### src/rtl/lfgd_mul.sv
// Shared signed 35x35 multiplier with a registered product.
// Uses nothing outside this file.
module lfgd_mul (
	input logic clk,
	input logic signed [34:0] a,
	input logic signed [34:0] b,
	output logic signed [69:0] p_q
);
	always_ff @(posedge clk) begin
		p_q <= a * b;
	end
endmodule

### config.mk
export PLATFORM = sky130hd
export DESIGN_NAME = lfgd_mul
export DESIGN_NICKNAME = d
export VERILOG_FILES = /design/src/rtl/lfgd_mul.sv
export SDC_FILE = /design/constraint.sdc
export NUM_CORES = 2
export LEC_CHECK = 0
export BUFFER_PORTS_ARGS = -buffer_cell sky130_fd_sc_hd__buf_2
export CELL_PAD_IN_SITES_DETAIL_PLACEMENT = 2
export CELL_PAD_IN_SITES_GLOBAL_PLACEMENT = 2
export CORE_UTILIZATION = 40
export CTS_CLUSTER_DIAMETER = 150
export DETAILED_ROUTE_END_ITERATION = 10
export HOLD_SLACK_MARGIN = 0.15
export PLACE_DENSITY = 0.79
export RECOVER_POWER = 50
export SLEW_MARGIN = 10
export SYNTH_ARGS = -nofsm -noshare
export SYNTH_HDL_FRONTEND = slang
export SYNTH_SLANG_ARGS = --single-unit
### constraint.sdc
create_clock -name clk -period 17.6 [get_ports clk]
set_clock_uncertainty 0.2 [all_clocks]
set_input_delay 3.52 -clock clk [delete_from_list [all_inputs] [get_ports clk]]
set_output_delay 3.52 -clock clk [all_outputs]
set_load 0.02 [all_outputs]
==> flow_summary.json <==
{
  "status": "complete, but fails checks",
  "violations": "capacitance limit, slew limit",
  "synth.distinct_cells": 71,
  "synthArstFlopShare_pct": 0,
  "die_x_um": 337,
  "endpoint_kind": "register",
  "die-height_um": 337,
  "yosysWarnings": 0,
  "synthFlopType": "dfxtp_1",
  "hold_start": "b[0]",
  "period_share_pct": 72.4,
  "cts_tree": "yes",
  "synth_seq_cells": 70,
  "synthesis.area_um2": 44800,
  "syn_inst": 4671,
  "critPathMaxFanout": 35,
  "hold_class": "in2reg",
  "cts_root_buf": "clkbuf_16",
  "htreeDepth": 3,
  "hold_depth": 2,
  "rows": 122,
  "clkSinkCount": 70,
  "report.final.slew_viol_count": 36,
  "start_kind": "input pin",
  "largest_register_ffs": 70,
  "crit_arrival_ns": 12.83,
  "fp.dieArea_um2": 113000,
  "grt_antenna_before_repair": 3,
  "synth_top_cell_area_share_pct": 58.5,
  "io_buffers": 140,
  "drtPass1Iterations": 5,
  "antenna_left": 0,
  "syn_nets": 6260,
  "postCtsSetupBuffers": 0,
  "yosys.cell_count.top_type": "fa_1",
  "grt_pass1_vias": 40300,
  "postSynthAreaPerCell_um2": 9.60,
  "numCtsBuffers": 9,
  "finalWeightedCongestion": 0.861,
  "yosys-top-cells-area": "fa_1 (59%), inv_1 (9.7%), and2_1 (9.3%)",
  "period_needed_ns": 12.73,
  "io_pins": 141,
  "timing.fmax_mhz": 78.5,
  "worst-slew-pin-transition_ns": 2.64,
  "post_cts_resized": 0,
  "hold_buffers": 0,
  "largestRegisters": "p_q: 70 flops",
  "wirelength_um": 155000,
  "placedCellCount": 6072,
  "drcViolationCount": 0,
  "path_class": "in2reg",
  "wl_per_cell_um": 25.5,
  "grt_pass1_wl_um": 239000,
  "slowest_stage": "clkbuf_1",
  "core_area_um2": 111000,
  "grt_max_degree": 36,
  "yosysTopAreaCell": "fa_1",
  "crit_buf_inv": 5,
  "nets": 6184,
  "relSlewSlack_pct": -76.2,
  "tns_ns": 0,
  "start_util_pct": 40.4,
  "vias_per_cell": 5.17,
  "cpMostUsedCell": "fa_1",
  "grt_util_all_layers_pct": 28.4,
  "worst_ep_required_time_ns": 17.69,
  "drive_gt1_share_pct": 2.91,
  "num_vias": 31500,
  "ys_top_cells_by_count": "fa_1 (1311), inv_1 (1158), and2_1 (667), nand2_1 (569), clkbuf_1 (230)",
  "cp_top_family": "adder cells",
  "hold_end": "p_q[0]",
  "regMostFlops": "p_q",
  "drv_cap": 1,
  "hold_violations": 0,
  "clk_pin_slew_worst_paths_ns": 0.06,
  "synth_seq_area_share_pct": 3.13,
  "syn2layout_area_growth_pct": 4.28,
  "synth-edff-count": 0,
  "drt_iter0_markers": 1375,
  "grt_overflow": 0,
  "max_stage_delay_ns": 1.85,
  "clock_path_buffers": 2,
  "fin_cells": 6096,
  "dp_hpwl_um": 131000,
  "rsz0062_at_grt": "no",
  "setup-violations-final": 0
}
[per-stage QoR]
| stage | cell area [um2] | setup WS, ns | util [%] | hold WS [ns] |
|---|---|---|---|---|
| finish | 46800 | 4.87 | 42.1 | 3.58 |
| global route | 46700 | 4.55 | 42.1 | 3.60 |
| CTS | 46800 | 4.92 | 42.2 | 3.57 |
| detailed placement | 46500 | 4.54 | 41.9 | 3.74 |
| global placement | 46500 | 5.10 | 41.9 | 3.74 |
| floorplan | 44800 | 5.89 | - | 3.45 |
[metal layers]
layer	global-route usage, %	routed length [um]	share of wire, %	up-vias
li1	-	-	-	13100
met1	30.8	55800	36	17300
met2	54.2	86100	55	750
met3	2.36	3890	2.5	385
met4	15.9	9460	6.1	0
met5	0	0	0	-
[cell type report]
cell class	count	area [um2]
clock buffer	11	243
sequential	70	1400
multi-input combinational	3191	38000
inverter	1159	4350
fill	12000	64200
timing repair buffer	164	792
tap	1488	1860
clock inverter	4	47.5
antenna	9	22.5
[worst max path at each step]
| stage | endpoint | slack (ns) | cells after the start | from |
|---|---|---|---|---|
| floorplan | p_q[68] | 5.89 | 28 | a[34] |
| global placement | p_q[68] | 5.10 | 26 | b[2] |
| detailed placement | p_q[68] | 4.54 | 26 | b[2] |
| CTS | p_q[68] | 4.92 | 26 | b[2] |
| global route | p_q[68] | 4.55 | 26 | b[2] |
| finish | p_q[68] | 4.87 | 25 | a[0] |
[cells in the final DEF, fill, tap and decap left out, drive strengths merged, types with 4 or more instances in the layout]
cell	synthesis	routed
a21o	39	39
a21oi	76	76
a31oi	8	8
and2	667	667
and3	12	12
and4	4	4
buf	19	95
clkbuf	231	80
dfxtp	70	70
diode	0	9
fa	1311	1311
ha	207	207
inv	1159	1159
nand2	569	569
nand2b	15	15
nand3	9	9
nand4	17	17
nor2	53	53
nor2b	5	5
o211ai	5	5
o21a	9	9
o21ai	48	48
o21bai	12	12
xnor2	54	54
xor2	25	25
[logic make-up (layout without fill, tap and decap cells)]
family	after synthesis	count (layout)	synth area share, %
flops	70	70	3.13
buf+inv	1410	1338	12.0
compound gates	229	229	3.35
xor+xnor	79	79	1.54
simple gates	1365	1365	15.6
fa+ha+maj	1518	1518	64.3
other cells	0	9	0
Power is left out: the tool's default activity adds up to more than one toggle a clock period on the data nets, which glitch-free logic cannot reach.
