### src/rtl/lfgd_div.sv
// Restoring divider: 2^33 / n, one quotient bit per cycle.
// Uses nothing outside this file.
module lfgd_div #(
	parameter int unsigned CntW = 11
) (
	input logic clk,
	input logic arst_n,
	input logic start,
	input logic [CntW-1:0] divisor,
	output logic busy,
	output logic [33:0] quotient
);
	logic [5:0] bit_q;
	logic [CntW:0] rem_q;
	logic [33:0] quo_q;
	logic [CntW+1:0] trial;
	logic nb;
	assign nb = (bit_q == 6'd34);
	assign trial = {rem_q, nb} - {2'b00, divisor};
	assign busy = (bit_q != 6'd0) || start;
	assign quotient = quo_q;
	always_ff @(posedge clk or negedge arst_n) begin
		if (!arst_n) begin
			bit_q <= '0;
		end else if (start) begin
			bit_q <= 6'd34;
		end else if (bit_q != 6'd0) begin
			bit_q <= bit_q - 6'd1;
		end
	end
	always_ff @(posedge clk) begin
		if (start) begin
			rem_q <= '0;
			quo_q <= '0;
		end else if (bit_q != 6'd0) begin
			if (!trial[CntW+1]) begin
				rem_q <= trial[CntW:0];
				quo_q <= {quo_q[32:0], 1'b1};
			end else begin
				rem_q <= {rem_q[CntW-1:0], nb};
				quo_q <= {quo_q[32:0], 1'b0};
			end
		end
	end
endmodule

### config.mk
export PLATFORM = sky130hd
export DESIGN_NAME = lfgd_div
export DESIGN_NICKNAME = d
export VERILOG_FILES = /design/src/rtl/lfgd_div.sv
export SDC_FILE = /design/constraint.sdc
export NUM_CORES = 1
export LEC_CHECK = 0
export ABC_AREA = 1
export BUFFER_PORTS_ARGS = -buffer_cell sky130_fd_sc_hd__clkbuf_2
export CAP_MARGIN = 20
export CORE_MARGIN = 4
export CORE_UTILIZATION = 30
export CTS_CLUSTER_DIAMETER = 30
export CTS_CLUSTER_SIZE = 16
export DETAILED_ROUTE_END_ITERATION = 10
export GPL_TIMING_DRIVEN = 1
export SYNTH_ARGS = -nofsm -noshare
export SYNTH_HDL_FRONTEND = slang
export SYNTH_SLANG_ARGS = --single-unit
export TNS_END_PERCENT = 100
### constraint.sdc
create_clock -name clk -period 3.4 [get_ports clk]
set_input_delay 0 -clock clk [delete_from_list [all_inputs] [get_ports clk]]
set_output_delay 0 -clock clk [all_outputs]
set_load 0.01 [all_outputs]
==> results.md, run 1 <==
- Mapped Area: 2670 sq um
- Clock sinks: 52
- Largest net degree at the start of global routing: 37
- Final Hold Vio Count: 0
- Chip width: about 100 um
- Cells after Synth: 363
- Outcome: finished, final reports clean
- Fraction of registers with async set/reset: 0.115
- Simple-Gate Fraction of Synth Area: 0.253
- Area growth syn-to-layout: 16.2%
- Final setup fails: 0
- Filler-free cell count of the finished design: between 500 and 600
- Slew margin rel.: 0.635
- Height of the chip: about 100 um
- Period utilisation layout: 0.819
- Number of detailed-route iterations in the first pass: 4
- Critical Path Start Type: flip-flop
- DRC: 0
- Antenna cells: 0
- DR vias: between 2,000 and 2,500
- Iteration-0 DRC Markers: 48
- Netlist cell types: 29
- Worst Hold Class: in2async
- TritonCTS Buffers: 5
- Dpl cells: a little over 500
- Setup slack, reg-to-reg: 0.62 ns
- Congestion Overflow GR: 0
- DR WL/cell: 11.5 um
- First-pass GRT wire length: approximately 11,000 um
- Least-Margin Pin Slew: between 0.5 and 0.6 ns
- Initial core utilization: 0.308
- Worst R2R Start: bit_q[0]
- Max-Cap Viols: 0
- H-tree depth: 2
- IO Pins: 49
- Syn Area/Cell: roughly 7.4 sq um
- Unrepaired setup endpoints after global routing: no
- Tot GR Track Use: 0.124
- Kind of end point of the critical path: flip-flop
- Post-synth EDFFs: 0
- Top-count cell post-synth: nand2_1
- Setup Skew: 0.00974 ns
- Share of cells above drive strength 1: 0.160
- R2R depth: 16
- GP Congestion: a little over 0.9
- Setup TNS: 0 ns
- Seq cells post-synth: between 50 and 60
- Initial antenna violation count: 0
- Longest Clk Path Bufs: 2
- CTS Root Cell: clkbuf_8
- PD cells: about 660 nW/um^2
- CTS tree: done
- Top cell type's share of synthesized area: 0.345
- Clock transition at path regs: ~0.09 ns
- Register area share after synthesis: 0.401
- Net count, final: between 400 and 500
- Xor/xnor share of the synthesized area: 0.0262
- Max VDD drop: 0.223 mV
- Syn nets: between 300 and 400
- Main combinational cell family by area after synthesis: simple AND/OR/NAND/NOR gates
- Setup CP Type: reg2reg
- Synth Area in Adders: 0.0731
- Crit path DAT: ~3.0 ns
- Cell Rows: 34
- # port buffers: between 40 and 50
- Leading area contributor after synthesis: dfxtp_1
- Yosys warns: 0
- DP Wirelength: about 4600 um
- Final ANT Viol Nets: 0
- Slew Viols, Final: 0
- Primary FF master, synth: dfxtp_1
- LEAKAGE: roughly 0.0015 uW
- Max Fclk: around 0.36 GHz
- Post-DR vias/cell: ~4.6
- Top cells by area, synth: dfxtp_1 34%, nand2_1 13%, inv_1 11%
- Core area: just under 9000 sq um
- Die area: around 10,000 sq um
- Multiplexer share of the synthesized area: 0
- Clock latency on the worst-skew pair: 0.30 ns
- Compound-Gate Fraction of Synth Area: 0.112
- Crit path max fanout: 13
- Critical R2R Capture: rem_q[9]
- Final WL: roughly 6000 um
- Worst EP required: 3.60 ns
- Most frequent cells after synthesis: 91 x nand2_1, 77 x inv_1, 46 x dfxtp_1, 32 x o22ai_1, 25 x nand3_1
- Vias in the first global route: 2,463
- Min cycle time layout: about 2.8 ns
-- metal layers --
metal / up-vias / GRT usage / wire [um]
li1: 1256 / - / -
met1: 1045 / 0.161 / 2800
met2: 59 / 0.195 / 2590
met3: 14 / 0.0403 / 453
met4: 0 / 0.0363 / 119
met5: - / 0 / 0
-- critical path, cell delays in order (launching register included) --
cell	delay (ns)
dfrtp_1	0.37
inv_1	0.10
ha_1	0.22
nand4_1	0.11
ha_1	0.16
inv_1	0.07
fa_1	0.42
nand3_1	0.11
nand3_2	0.10
nand3_1	0.10
nand3_1	0.07
nand2_1	0.30
nand2_2	0.25
nand2_1	0.14
nand2_1	0.06
nand2_1	0.05
nand2_1	0.04
-- worst max-delay path by stage --
stage	endpoint	startpoint	depth (start not counted)
floorplan	rem_q[10]	bit_q[0]	15
global placement	rem_q[9]	bit_q[0]	16
detailed placement	rem_q[9]	bit_q[0]	16
CTS	rem_q[9]	bit_q[0]	16
global route	rem_q[9]	bit_q[0]	16
finish	rem_q[9]	bit_q[0]	16
-- flip-flops by register name, indices dropped and copies added (netlist names) --
| register | cells |
|---|---|
| quotient | 34 |
| bit_q | 6 |
| rem_q | 12 |
-- cell families after synthesis --
family                     Yosys count
AOI/OAI and AO/OA                   50
xor gates and xnor gates             8
adders and majority gates           15
buffers and inverters               90
DFF                                 52
and+or+nand+nor                    148
-- layout by cell type, fill, tap and decap left out --
cell type / synthesis / final
nand3_1: 25 / 25
a22oi_1: 1 / 1
nand3b_1: 10 / 10
xnor2_1: 3 / 3
inv_1: 77 / 77
dfxtp_1: 46 / 46
clkbuf_2: 0 / 48
clkbuf_1: 0 / 1
o21ai_0: 4 / 4
dfrtp_1: 6 / 6
xor2_1: 5 / 5
nor2_4: 1 / 1
buf_4: 1 / 2
nand2_1: 91 / 91
nand3_2: 1 / 1
a211oi_1: 1 / 1
nor3_2: 1 / 1
a31oi_1: 1 / 1
inv_2: 2 / 2
fa_1: 1 / 1
nand4_1: 6 / 6
nor2_1: 9 / 9
nand4_2: 1 / 1
clkinv_2: 0 / 1
clkbuf_8: 0 / 5
nand2_2: 2 / 2
nor2_2: 1 / 1
ha_1: 14 / 14
o31ai_1: 1 / 1
dlygate4sd3_1: 0 / 2
a21oi_1: 10 / 10
clkinvlp_4: 0 / 1
o22ai_1: 32 / 32
-- cell type report --
cell class                      instances  area (sq um)
Fill cell                             966          5580
Multi-Input combinational cell        221          1240
Sequential cell                        52          1070
Inverter                               79           297
Timing Repair Buffer                   52           275
Tap cell                              108           135
Clock buffer                            6          72.6
Clock inverter                          2          12.5
-- where the power goes --
group          switching, uW  internal [uW]  total [uW]
Combinational            574            358         933
Clock                    194            144         338
Sequential              87.2            699         786
Total                    855           1200        2060
-- through the flow --
| stage | power [uW] | worst slack, ns | utilization | hold slack, ns | cell area (sq um) |
|---|---|---|---|---|---|
| finish | 2060 | 0.617 | 0.358 | 0.0489 | 3100 |
| global route | 2290 | 0.324 | 0.358 | 0.0672 | 3100 |
| CTS | 2080 | 0.596 | 0.358 | 0.0487 | 3100 |
| detailed placement | 1730 | 0.620 | 0.345 | -0.161 | 3000 |
| global placement | 1720 | 0.768 | 0.345 | -0.161 | 3000 |
| floorplan | 1550 | 1.16 | - | -0.296 | 2670 |
-- what timing repair did --
action                                 in CTS  in global routing
endpoints found under the hold margin       7                  0
hold buffers                                2                  0
gates resized for setup                     0                  0
buffers inserted                            0                  0
(Power assumes the default switching activity.)
==> run 2: changes to the inputs <==
- ABC_AREA: 1 -> 0
- clock period: 3.4 -> 2.3 ns (I/O delays scaled with it)
==> run 2 against run 1 <==
Against the previous run:
- clock-buffer cell count is 1 higher
- the flow now finishes with violations (negative setup slack)
- first-iteration DRC count is 60% higher
- largest cell class unchanged
- die area is 0.87% higher
- cell count is 1.5% lower
- worst hold slack better by 0.0034 ns
- area after synthesis is 0.94% higher
- synthesized cell count is 8.3% lower
- via count is 5.1% higher
==> results.md, run 2 <==
- Outcome: finished with violations
- Failing checks: negative setup slack
- Tot GR Track Use: 0.131 (+0.00753)
- Cell Rows: 34 (unchanged)
- Post-DR vias/cell: 4.87 (+6.7%)
- Chip width: 103 um (+0.43%)
- Mapped Area: 2700 sq um (+0.94%)
- Area growth syn-to-layout: 29.3%
- Syn nets: 362 (-7.7%)
- Congestion Overflow GR: 0 (unchanged)
- LEAKAGE: 0.00150 uW (-2.6%)
- Unrepaired setup endpoints after global routing: yes
- Hold Slack: 0.0523 ns (+0.00341 ns)
- Core area: 8720 sq um (+0.49%)
- Longest Clk Path Bufs: 2 (unchanged)
- Final Power: 3070 uW (+49%)
- Fraction of registers with async set/reset: 0.115 (unchanged)
- CTS tree: done
- Setup Skew: 0.00421 ns (-0.00553 ns)
- Final setup fails: 13 (+13)
- Yosys warns: 0 (unchanged)
- Sequential Power Share: 0.360 (-0.022)
- Most frequent cells in the layout: 76 x nand2_1, 48 x clkbuf_2, 46 x dfxtp_1
- PnR worst setup slack: -0.387 ns (-1.00 ns)
- Setup slack, reg-to-reg: -0.39 ns (-1.00 ns)
- Height of the chip: 103 um (+0.43%)
- Seq cells post-synth: 52 (unchanged)
- Slew margin rel.: 0.492 (-0.143)
- Slew Viols, Final: 0 (unchanged)
- Register area share after synthesis: 0.397 (-0.00372)
- Worst Hold Class: in2async
- Final core occ: 0.400 (+0.0423)
- Kind of end point of the critical path: flip-flop
- Min cycle time layout: 2.69 ns (-0.0963 ns)
- DR vias: 2,494 (+5.1%)
- Clock transition at path regs: 0.09 ns (about the same)
- Crit path DAT: 2.88 ns (-0.10 ns)
- Top cells by area, synth: dfxtp_1 34%, nand2_1 11%, a21oi_1 7.8%
- Cell area after layout: 3490 sq um (+12%)
- Sw Pwr: 1100 uW (+29%)
- Share of cells above drive strength 1: 0.290 (+0.129)
- Worst EP required: 2.49 ns (-1.11 ns)
- Net count, final: 432 (-1.8%)
- Max reg flops: 34 (unchanged)
- DRC: 0 (unchanged)
- Clock power frac: 0.179 (+0.015)
- Primary FF master, synth: dfxtp_1
- Final WL: 6600 um (+11%)
- Crit-path slowest cell: dfrtp_1
- Max-Cap Viols: 0 (unchanged)
- DR WL/cell: 12.9 um (+13%)
- First-pass GRT wire length: 11,100 um (+3.8%)
- Crit path max fanout: 5 (-8)
- Crit path cell chain: ha_4 > nand3_4 > ha_4 > inv_2 > fa_2 > a211oi_4 > nor3_2 > o2111ai_2 > nand3_4 > buf_6 > and4_1 > a311o_1
- Syn Area/Cell: 8.10 sq um (+10%)
- Worst R2R Start: bit_q[1]
- Critical Path Start Type: flip-flop
- Combinational share of power: 0.461 (+0.008)
- Final ANT Viol Nets: 0 (unchanged)
- Post-synth EDFFs: 0 (unchanged)
- DP Area: 3270 sq um (+9.2%)
- Number of detailed-route iterations in the first pass: 6 (+2)
- Layout fillers: 890 (-7.9%)
- Netlist cell types: 52 (+79%)
- Largest net degree at the start of global routing: 48 (+30%)
- Clock sinks: 52 (unchanged)
- Initial antenna violation count: 0 (unchanged)
- # port buffers: 48 (unchanged)
- Final Hold Vio Count: 0 (unchanged)
- H-tree depth: 2 (unchanged)
- Commonest non-fill, non-tap cell in the layout: nand2_1
- Filler-free cell count of the finished design: 512 (-1.5%)
- Top-count cell post-synth: nand2_1
- Max VDD drop: 0.310 mV (+39%)
- Setup CP Type: reg2reg
- DP Wirelength: 4720 um (+2.0%)
- Max Fclk: 0.372 GHz (+3.6%)
- Antenna cells: 0 (unchanged)
- Top cell type's share of synthesized area: 0.342 (-0.00320)
- R2R depth: 12 (-4)
- Int Pwr: 1970 uW (+64%)
- Clock latency on the worst-skew pair: 0.30 ns (about the same)
- Critical R2R Capture: rem_q[2]
- Die area: 10,600 sq um (+0.87%)
- GP Congestion: 0.809 (-12%)
- Cells after Synth: 333 (-8.3%)
- Most frequent cells after synthesis: 76 x nand2_1, 46 x dfxtp_1, 42 x a21oi_1
- Iteration-0 DRC Markers: 77 (+60%)
- Switching part of the total power: 0.358 (-0.0575)
- Leading area contributor after synthesis: dfxtp_1
- Slowest Stage Delay on Critical Path: 0.42 ns (about the same)
- TritonCTS Buffers: 5 (unchanged)
- CTS Root Cell: clkbuf_8
- Least-Margin Pin Slew: 0.743 ns (+0.197 ns)
- Initial core utilization: 0.309 (+0.00137)
- Vias in the first global route: 2,380 (-3.4%)
- Dpl cells: 497 (-2.5%)
- Period utilisation layout: 1.17 (+0.350)
- IO Pins: 49 (unchanged)
- PD cells: 880 nW/um^2 (+33%)
## run 2: cell type report
class                           instances  area [sq um]  share of cell area
Clock buffer                            7          86.3              0.0248
Clock inverter                          1          7.51             0.00215
Inverter                               17          63.8              0.0183
Multi-Input combinational cell        242          1600               0.459
Sequential cell                        52          1070               0.307
Tap cell                              108           135              0.0388
Timing Repair Buffer                   85           524               0.150
## run 2: cell families after synthesis
| group | after synthesis | synth area share |
|---|---|---|
| fa+ha+maj | 15 | 0.0724 |
| mux | 8 | 0.0306 |
| compound gates | 83 | 0.204 |
| flops | 52 | 0.397 |
| simple gates | 128 | 0.212 |
| buf+inv | 39 | 0.0575 |
| xor+xnor | 8 | 0.0260 |
## run 2: power by group through the flow
| stage | Sequential [uW] | Combinational, uW | Clock, uW |
|---|---|---|---|
| after global routing | 1120 | 1550 | 618 |
| after floorplan | 1090 | 882 | 0 |
| after detailed placement | 1120 | 1230 | 0 |
| after CTS | 1110 | 1360 | 580 |
| after global placement | 1120 | 1220 | 0 |
| final | 1110 | 1410 | 549 |
## run 2: worst max-delay path: cells and delay by family, from the launching register on
family / cells / cell delay, ns
AO/OA/AOI/OAI: 3 / 0.81
adder cells (fa/ha/maj): 3 / 0.73
AND/OR/NAND/NOR: 4 / 0.42
flip-flops: 1 / 0.42
buffers and inverters: 2 / 0.19
## run 2: worst max path at each step
stage               cells after the start     start        end  slack (ns)
detailed placement                     11  bit_q[1]  rem_q[11]       -0.49
floorplan                              11  bit_q[1]  rem_q[11]       -0.22
global route                           11  bit_q[1]  rem_q[11]       -0.50
CTS                                    12  bit_q[1]   rem_q[0]       -0.37
global placement                       11  bit_q[1]  rem_q[11]       -0.36
finish                                 12  bit_q[1]   rem_q[2]       -0.39
## run 2: layer usage
| metal | track usage | vias to the layer above | part of all wire |
|---|---|---|---|
| met5 | 0 | - | 0 |
| met4 | 0.0448 | 0 | 0.012 |
| met3 | 0.0250 | 5 | 0.037 |
| met2 | 0.214 | 54 | 0.47 |
| met1 | 0.174 | 1149 | 0.48 |
| li1 | - | 1286 | - |
## run 2: timing repair
item	CTS	global route
hold buffers	1	0
gates resized for setup	9	3
setup buffers	4	3
pin swaps	17	3
setup endpoints to repair	13	13
cloned	0	0
hold endpoints to repair	6	0
## run 2: through the flow
stage / setup WS [ns] / TNS, ns
after floorplan: -0.224 / -1.36
after global placement: -0.360 / -3.30
after detailed placement: -0.491 / -4.21
after CTS: -0.374 / -3.93
after global routing: -0.496 / -5.51
final: -0.387 / -4.01
